--- config.mk ---
export PLATFORM = sky130hd
export DESIGN_NAME = sorted_sample_percentile_stats_top
export DESIGN_NICKNAME = d
export VERILOG_FILES = /design/src/sv/sspst_pkg.sv /design/src/sv/sorted_sample_percentile_stats_top.sv
export SDC_FILE = /design/constraint.sdc
export NUM_CORES = 2
export LEC_CHECK = 0
export CORE_ASPECT_RATIO = 1.4
export CORE_MARGIN = 2
export CORE_UTILIZATION = 63
export CTS_CLUSTER_SIZE = 30
export DETAILED_ROUTE_END_ITERATION = 6
export DONT_BUFFER_PORTS = 1
export GPL_TIMING_DRIVEN = 0
export HOLD_SLACK_MARGIN = 0.03
export PLACE_DENSITY = 0.9
export SLEW_MARGIN = 20
export SYNTH_ARGS = -nofsm -noshare
export SYNTH_HDL_FRONTEND = slang
export SYNTH_SLANG_ARGS = --single-unit
--- constraint.sdc ---
create_clock -name clk -period 12.9 [get_ports clk]
set_input_delay 0.645 -clock clk [delete_from_list [all_inputs] [get_ports clk]]
set_output_delay 0.645 -clock clk [all_outputs]
set_load 0.05 [all_outputs]
--- src/sv/sspst_pkg.sv ---
`timescale 1ns / 1ps

package sspst_pkg;

  localparam int SAMPLE_W = 32;
  localparam int SAMPLE_COUNT_W = 6;

  // p95 index = floor(x * 95 / 100), division done as multiply by 2^19/100 and shift
  localparam int P95_NUM = 95;
  localparam int P95_MUL_W = 7;
  localparam int RECIP = 5243;
  localparam int RECIP_W = 13;
  localparam int RECIP_SHIFT = 19;

  typedef struct packed {
    logic [SAMPLE_W-1:0] sample_value;
    logic                is_last;
  } in_t;

  typedef struct packed {
    logic [SAMPLE_W-1:0]       min_value;
    logic [SAMPLE_W-1:0]       median_value;
    logic [SAMPLE_W-1:0]       p95_value;
    logic [SAMPLE_W-1:0]       max_value;
    logic [SAMPLE_COUNT_W-1:0] sample_count;
    logic                      overflowed;
  } out_t;

endpackage

--- src/sv/sorted_sample_percentile_stats_top.sv ---
`timescale 1ns / 1ps

// Collects unsigned 32-bit samples into a sorted store of MAX_SAMPLES entries held in one
// single-port-write, one-read memory, and on the sample flagged is_last returns min, upper
// median (index n/2), 95th percentile (index floor((n-1)*95/100)), max, the count and an
// overflow flag, then starts a new set. Insertion walks the store from the top, one memory
// read and one write per cycle, moving larger entries up one place. A sample into an empty
// store is written at once; one that meets a full store is dropped and sets the flag.
// A closing sample then reads the four statistics through the one read port, and waits there
// while a previous result is still stalled. in_stall is high while a sample is in work.
module sorted_sample_percentile_stats_top import sspst_pkg::*; #(
  parameter int MAX_SAMPLES = 32
) (
  input  logic clk,
  input  logic rst_n,
  input  logic in_valid,
  output logic in_stall,
  input  in_t  in_data,
  output logic out_valid,
  input  logic out_stall,
  output out_t out_data
);

  localparam int AW = (MAX_SAMPLES > 1) ? $clog2(MAX_SAMPLES) : 1;
  localparam int CW = $clog2(MAX_SAMPLES + 1);
  localparam int PW = CW + P95_MUL_W;
  localparam int QW = PW + RECIP_W;

  typedef enum logic [3:0] {
    ST_IDLE  = 4'b0001,
    ST_SHIFT = 4'b0010,
    ST_PLACE = 4'b0100,
    ST_STAT  = 4'b1000
  } state_t;

  typedef enum logic [4:0] {
    SP_START = 5'b00001,
    SP_MIN   = 5'b00010,
    SP_MED   = 5'b00100,
    SP_P95   = 5'b01000,
    SP_MAX   = 5'b10000
  } step_t;

  state_t              state_r, state_nxt;
  step_t               step_r, step_nxt;
  logic [CW-1:0]       count_r, count_nxt;
  logic                ovf_r, ovf_nxt;
  logic [SAMPLE_W-1:0] v_r, v_nxt;
  logic                last_r, last_nxt;
  logic [AW-1:0]       pos_r, pos_nxt;
  logic [PW-1:0]       prod_r, prod_nxt;
  logic [AW-1:0]       idx_r, idx_nxt;
  out_t                res_r, res_nxt;
  logic                out_valid_r, out_valid_nxt;
  out_t                out_data_r, out_data_nxt;

  logic [SAMPLE_W-1:0] mem [MAX_SAMPLES];
  logic [SAMPLE_W-1:0] rd_data_r;
  logic [AW-1:0]       rd_addr;
  logic                wr_en;
  logic [AW-1:0]       wr_addr;
  logic [SAMPLE_W-1:0] wr_data;
  logic                in_xfer;

  assign in_stall  = (state_r != ST_IDLE);
  assign in_xfer   = in_valid && !in_stall;
  assign out_valid = out_valid_r;
  assign out_data  = out_data_r;

  always_comb begin
    state_nxt     = state_r;
    step_nxt      = step_r;
    count_nxt     = count_r;
    ovf_nxt       = ovf_r;
    v_nxt         = v_r;
    last_nxt      = last_r;
    pos_nxt       = pos_r;
    prod_nxt      = prod_r;
    idx_nxt       = idx_r;
    res_nxt       = res_r;
    out_valid_nxt = out_valid_r && out_stall;
    out_data_nxt  = out_data_r;
    rd_addr       = AW'(count_r - CW'(1));
    wr_en         = 1'b0;
    wr_addr       = pos_r + AW'(1);
    wr_data       = v_r;
    case (state_r)
      ST_IDLE: begin
        if (in_xfer) begin
          v_nxt    = in_data.sample_value;
          last_nxt = in_data.is_last;
          step_nxt = SP_START;
          if (count_r == CW'(MAX_SAMPLES)) begin
            ovf_nxt = 1'b1;
            if (in_data.is_last) begin
              state_nxt = ST_STAT;
            end
          end else if (count_r == '0) begin
            wr_en     = 1'b1;
            wr_addr   = '0;
            wr_data   = in_data.sample_value;
            count_nxt = count_r + CW'(1);
            if (in_data.is_last) begin
              state_nxt = ST_STAT;
            end
          end else begin
            pos_nxt   = AW'(count_r - CW'(1));
            state_nxt = ST_SHIFT;
          end
        end
      end
      ST_SHIFT: begin
        rd_addr = pos_r - AW'(1);
        wr_en   = 1'b1;
        wr_addr = pos_r + AW'(1);
        if (rd_data_r > v_r) begin
          wr_data = rd_data_r;
          if (pos_r == '0) begin
            state_nxt = ST_PLACE;
          end else begin
            pos_nxt = pos_r - AW'(1);
          end
        end else begin
          wr_data   = v_r;
          count_nxt = count_r + CW'(1);
          state_nxt = last_r ? ST_STAT : ST_IDLE;
        end
      end
      ST_PLACE: begin
        wr_en     = 1'b1;
        wr_addr   = '0;
        wr_data   = v_r;
        count_nxt = count_r + CW'(1);
        state_nxt = last_r ? ST_STAT : ST_IDLE;
      end
      ST_STAT: begin
        case (step_r)
          SP_START: begin
            rd_addr  = '0;
            prod_nxt = PW'(count_r - CW'(1)) * PW'(P95_NUM);
            step_nxt = SP_MIN;
          end
          SP_MIN: begin
            res_nxt.min_value = rd_data_r;
            rd_addr  = AW'(count_r >> 1);
            idx_nxt  = AW'((QW'(prod_r) * QW'(RECIP)) >> RECIP_SHIFT);
            step_nxt = SP_MED;
          end
          SP_MED: begin
            res_nxt.median_value = rd_data_r;
            rd_addr  = idx_r;
            step_nxt = SP_P95;
          end
          SP_P95: begin
            res_nxt.p95_value = rd_data_r;
            step_nxt = SP_MAX;
          end
          SP_MAX: begin
            if (!out_valid_r || !out_stall) begin
              out_valid_nxt             = 1'b1;
              out_data_nxt              = res_r;
              out_data_nxt.max_value    = rd_data_r;
              out_data_nxt.sample_count = SAMPLE_COUNT_W'(count_r);
              out_data_nxt.overflowed   = ovf_r;
              count_nxt                 = '0;
              ovf_nxt                   = 1'b0;
              state_nxt                 = ST_IDLE;
            end
          end
          default: begin
            step_nxt = SP_START;
          end
        endcase
      end
      default: begin
        state_nxt = ST_IDLE;
      end
    endcase
  end

  always_ff @(posedge clk) begin
    if (!rst_n) begin
      state_r     <= ST_IDLE;
      step_r      <= SP_START;
      count_r     <= '0;
      ovf_r       <= 1'b0;
      out_valid_r <= 1'b0;
    end else begin
      state_r     <= state_nxt;
      step_r      <= step_nxt;
      count_r     <= count_nxt;
      ovf_r       <= ovf_nxt;
      out_valid_r <= out_valid_nxt;
    end
  end

  always_ff @(posedge clk) begin
    v_r        <= v_nxt;
    last_r     <= last_nxt;
    pos_r      <= pos_nxt;
    prod_r     <= prod_nxt;
    idx_r      <= idx_nxt;
    res_r      <= res_nxt;
    out_data_r <= out_data_nxt;
  end

  // sorted store
  always_ff @(posedge clk) begin
    if (wr_en) begin
      mem[wr_addr] <= wr_data;
    end
    rd_data_r <= mem[rd_addr];
  end

endmodule

# [After elaboration in Yosys (flattened, before gate mapping)]
# Memories as Yosys holds them, arrays and structs flattened. A register that Yosys moved wholly into a read port is not among the register bits.
# Cells that the tools add are included.
[word_totals] register_bits=304 ramBits=1024 inputBits=37 output_inout_bits=137 mem_count=1
[memory_table] name="mem" depth=32 width=32 rd=1 rd_clocked_by_memory_dff=1 write_ports=1 line="sorted_sample_percentile_stats_top.sv:57" source="logic [SAMPLE_W-1:0] mem [MAX_SAMPLES];"
[classes] addsub=5 n_mul=2 n_lt_le_gt_ge=1 n_eq_ne=23 muxes=51 n_reduce_logical=23
[op_table] cell="$mux 32" count=4
[op_table] cell="$pmux 32 s2" count=1
[op_table] cell="$mux 5" count=9
[op_table] cell="$pmux 5 s2" count=4
[op_table] cell="$mux 4" count=9
[op_table] cell="$mux 6" count=6
[op_table] cell="$gt 32x32->1" count=1
[op_table] cell="$pmux 5 s5" count=1
[op_table] cell="$mul 13x13->24 const B" count=1
[op_table] cell="$pmux 6 s4" count=1
[op_table] cell="$ne 2x2->1 const B" count=11
[op_table] cell="$pmux 4 s4" count=1
[op_table] cell="$pmux 5 s3" count=1
[op_table] cell="$mul 7x8->13 const B" count=1
[op_table] cell="$mux 1" count=12
[op_table] cell="$reduce_and 2->1" count=5
[op_table] cell="$sub 5x1->5 const B" count=2
[op_table] cell="$reduce_and 7->1" count=1
[op_table] cell="$sub 6x1->7 const B" count=1
[op_table] cell="$add 6x1->6 const B" count=1
[op_table] cell="$eq 6x6->1 const B" count=1
[op_table] cell="$logic_not 6->1" count=1
[op_table] cell="$reduce_and 3->1" count=2
[op_table] cell="$reduce_and 6->1" count=1
[op_table] cell="other kinds (22)" count=27

# [Logic depth before layout (Yosys ltp)]
[logic_depth] depth_word=7 depth_mapped=21 mapped_depth_nobuf=21

# [Least setup slack after synthesis]
# No wires, ideal clock.
[synth_timing] path_kind="register -> register" start="reg state_r[3]" end="reg out_data_r (netlist bit out_data[0]), enable pin" setup_time_ps=673 arrival_time_ps=7506 required_time_ps=12227 setup_slack_ps=4721 stages_incl_launch_ff=5 synth_period_minus_slack_ps=8179 cell_sequence="dfxtp_1 > inv_1 > nor4_1 > nand4_1 > a21oi_1"
[synth_via] elab_chain_len=2
[synth_lines] element="start, declared" line="sorted_sample_percentile_stats_top.sv:44" source="state_t state_r, state_nxt;"
[synth_lines] element="start signal, assigned" line="sorted_sample_percentile_stats_top.sv:189" source="state_r <= state_nxt;"
[synth_lines] element="$eq 4x4->1" line="sorted_sample_percentile_stats_top.sv:87" source="case (state_r)"
[synth_lines] element="$reduce_and 3->1 (no line)"
[synth_lines] element="end signal, assigned" line="sorted_sample_percentile_stats_top.sv:204" source="out_data_r <= out_data_nxt;"
[synth_lines] element="end, declared" line="sorted_sample_percentile_stats_top.sv:55" source="out_t out_data_r, out_data_nxt;"
# Every way passes these cells.
# A chain may end at the register's enable or synchronous reset.

# [Worst setup path in the final report]
[layout_timing] start="reg count_r[0]" end="reg rd_data_r[19], read port of mem"
[layout_via] elab_chain_len=3
[layout_lines] element="start, declared" line="sorted_sample_percentile_stats_top.sv:46" source="logic [CW-1:0] count_r, count_nxt;"
[layout_lines] element="start signal, assigned" line="sorted_sample_percentile_stats_top.sv:191" source="count_r <= count_nxt;"
[layout_lines] element="$sub 5x1->5 (*)" line="sorted_sample_percentile_stats_top.sv:83" source="rd_addr = AW'(count_r - CW'(1));"
[layout_lines] element="$pmux 5 s3" line="sorted_sample_percentile_stats_top.sv:137" source="case (step_r)"
[layout_lines] element="$pmux 5 s2 (*)" line="sorted_sample_percentile_stats_top.sv:87"
[layout_lines] element="end, declared" line="sorted_sample_percentile_stats_top.sv:58" source="logic [SAMPLE_W-1:0] rd_data_r;"
# Every way passes the cells marked *; elsewhere a longest branch is shown, timed or not.

==> run metrics <==
Crit-path slowest cell=clkbuf_1; endpoints failing setup=0; Die H=357.1 µm; drt first pass iters=7; Post-Syn Area=around 56000 µm²; remaining antenna violation count=0; Pleak=0.02208 µW; Post-CTS Repair Setup Buffers=0; gr usage total=a little under two fifths; routed vias=38180; setup_tns=0 ns; worst setup path category=flop to flop; Post-synth EDFFs=1311; Synth Warn #=0; Net count, final=between 3000 and 4000; final hold viol count=0; Avg WL per Cell=35.08 µm; max_cap viols=0; CTS Buf Count=about 120; worst path cell trace=clkbuf_1 > inv_1 > ha_1 > xor2_1 > inv_1 > o21ai_2 > buf_4 > buf_2 > clkbuf_1 > a211oi_1 > o21bai_1 > nand4_1 > a211oi_1; failing checks=design-rule violations; HPWL after DPL=between 100 and 150 mm; cts repair resizes=0; crit share post-route=48.47%; met1 Resource Use GR=between 30% and 40%; largest net degree at the start of global routing=36; Die W=roughly 260 µm; hold path cells=2; synthesized area per cell=15.89 µm²; Arr. time, crit path=6.80 ns; share of layout cells above drive strength 1=10.17%; Critical Path Fanout Max=10; synthesis-to-finish area growth=11.98%; Core ar.=between 80000 and 90000 µm²; io pins=174; max-slew violations=0; Clock Path Buffers=3; Fmax=about 160 MHz; Seq/Total Area, Yosys=71.90%; largest stage delay on the critical path=about 0.74 ns; Max-Slew Margin vs Limit=15.08%; met2 usage in global routing=61.56%; R2R depth=13; worst hold slack=about 0.18 ns; highest-count cells in the layout ignoring fill and taps=edfxtp_1 (1311), a211oi_1 (315), and3_1 (255), clkbuf_1 (186), inv_1 (166); CTS tree=done; Initial Util=~64%; num rows=around 130; gp weighted congestion=roughly 0.95; status=finished with violations; Place WS=roughly 7 ns; starting DRC count in detailed routing=~8000; Yosys reg bits=about 1400; Most Used Layer, Global Route=met2; syn nets=between 3000 and 4000; peak supply drop=0.0003215 V; Skew-Pair Late Insertion Delay=approximately 0.74 ns; die area=just over 90000 µm²; Post-Place Cell Area=58750 µm²; Final Skew=slightly below 0.06 ns; CP startpoint kind=flop; Clock Tree Root=clkbuf_16; post-route design area=62840 µm²; Pwr Density=approximately 300 nW/µm²; worst path required time=~13 ns; Tmin final=6.252 ns; DRC=26; initial antenna violation count=13; drt via density=about 7.6; first-pass GRT wire length=~250 mm; synth unique cells=75; Port Buf Inserts=0; RSZ-0062 raised after global routing=false; clock slew at reported path FFs=about 0.080 ns; met3 usage in global routing=roughly 12%; Synth Flop Type=edfxtp_1; worst-margin pin slew=1.274 ns; worst setup margin=roughly 6.6 ns; Clock Sinks=1360; number of global-route vias before repair=38020; Syn Inst Count=~3500; most common cell after layout, fill and taps aside=edfxtp_1; drt total wl=175.4 mm; Remaining Overflow, GRT=0; CTS H-tree depth=3; Setup crit end kind=flop; worst hold path class=input port to flop; share of flip-flops with an asynchronous set or reset=0%; hold_buf cts=33
[sequential cells by signal, indices dropped and copies added, names as in the netlist]
| register | flops |
|---|---|
| out_valid | 1 |
| idx_r | 5 |
| v_r | 32 |
| out_data | 135 |
| res_r | 96 |
| mem | 1024 |
| pos_r | 5 |
| state_r | 4 |
| count_r | 6 |
| rd_data_r | 32 |
| step_r | 5 |
| last_r | 1 |
| prod_r | 13 |
| ovf_r | 1 |
[power breakdown]
group / total, µW / switching [µW] / internal (µW)
combinational: 8950 / 6110 / 2840
sequential: 6150 / 236 / 5910
clock: 3550 / 1670 / 1880
total: 18600 / 8010 / 10600
[cell usage after synthesis (all sizes together), types with 3 or more instances]
master,number,area (µm²)
edfxtp,1311,39370
a211oi,315,2365
and3,255,1595
inv,167,626.9
ha,159,1989
clkbuf,152,570.6
o21ai,152,775.8
nand2,112,422.9
a221o,94,940.9
nor2,72,275.3
a21oi,71,355.3
fa,67,1341
mux2i,67,670.6
buf,66,357.8
mux2,64,720.7
o2bb2ai,63,551.8
dfxtp,49,980.9
nor3,39,210.2
nand4,36,225.2
a221oi,33,289.0
o21bai,33,247.7
xnor2,19,166.4
nand3,14,70.07
nor2b,13,81.33
a21o,11,82.58
xor2,11,96.34
nand2b,8,50.05
o211ai,6,58.81
or3,6,42.54
a22o,5,43.79
o21a,5,37.54
and2,4,25.02
nor4,4,40.04
a21boi,3,22.52
a2bb2oi,3,26.28
a31oi,3,18.77
nand3b,3,22.52
nor3b,3,27.52
or2,3,18.77
[cells by family (layout without fill, tap and decap cells)]
group	after synthesis	after routing	synth area share, %
DFF	1360	1360	71.90
AOI/OAI and AO/OA	818	818	10.70
buffers and inverters	385	669	2.771
xor gates and xnor gates	30	30	0.4682
adders and majority gates	226	226	5.935
other	0	5	0
and+or+nand+nor	581	581	5.701
muxes	132	132	2.519
[worst paths after layout]
| check | to | start | slack (ns) |
|---|---|---|---|
| max reg2reg | rd_data_r[19]$_DFF_P_ | count_r[0]$_SDFFE_PN0P_ | 6.65 |
| min reg2reg | out_data[67]$_DFFE_PP_ | res_r[67]$_DFFE_PP_ | 0.42 |
| max | rd_data_r[19]$_DFF_P_ | count_r[0]$_SDFFE_PN0P_ | 6.65 |
| min | out_valid$_SDFF_PN0_ | out_stall | 0.18 |
[routing by layer]
metal / part of all wire [%] / routed length, µm / up-vias
met5: 0.075 / 132 / -
met4: 10 / 18130 / 20
met3: 15 / 26870 / 1402
met2: 47 / 81580 / 4750
met1: 28 / 48720 / 17710
li1: - / - / 14300
[through the flow]
step	util (%)	cells	power, µW
6_report	71.18	5000	18640
2_1_floorplan	-	3532	11450
5_1_grt	71.17	4996	19240
4_1_cts	71.09	4993	17980
3_5_place_dp	66.54	4751	14230
3_3_place_gp	65.23	4711	13730
[critical path, delay by kind of cell (launching register included)]
| family | cells | cell delay [ns] |
|---|---|---|
| flip-flops | 1 | 0.42 |
| adder cells (fa/ha/maj) | 1 | 0.32 |
| AND/OR/NAND/NOR | 1 | 0.55 |
| AO/OA/AOI/OAI | 4 | 1.83 |
| buffers and inverters | 6 | 2.56 |
| XOR/XNOR | 1 | 0.36 |
[cell type report]
cell class | count | area [µm²]
sequential | 1360 | 40350
fill | 4503 | 25450
multi-input combinational | 1787 | 14540
clock buffer | 150 | 3019
tap | 1179 | 1475
timing repair buffer | 75 | 1224
buffer | 218 | 928.4
clock inverter | 59 | 668.1
inverter | 167 | 626.9
antenna | 5 | 12.51
Note: power is estimated with default switching activity, not from simulation.
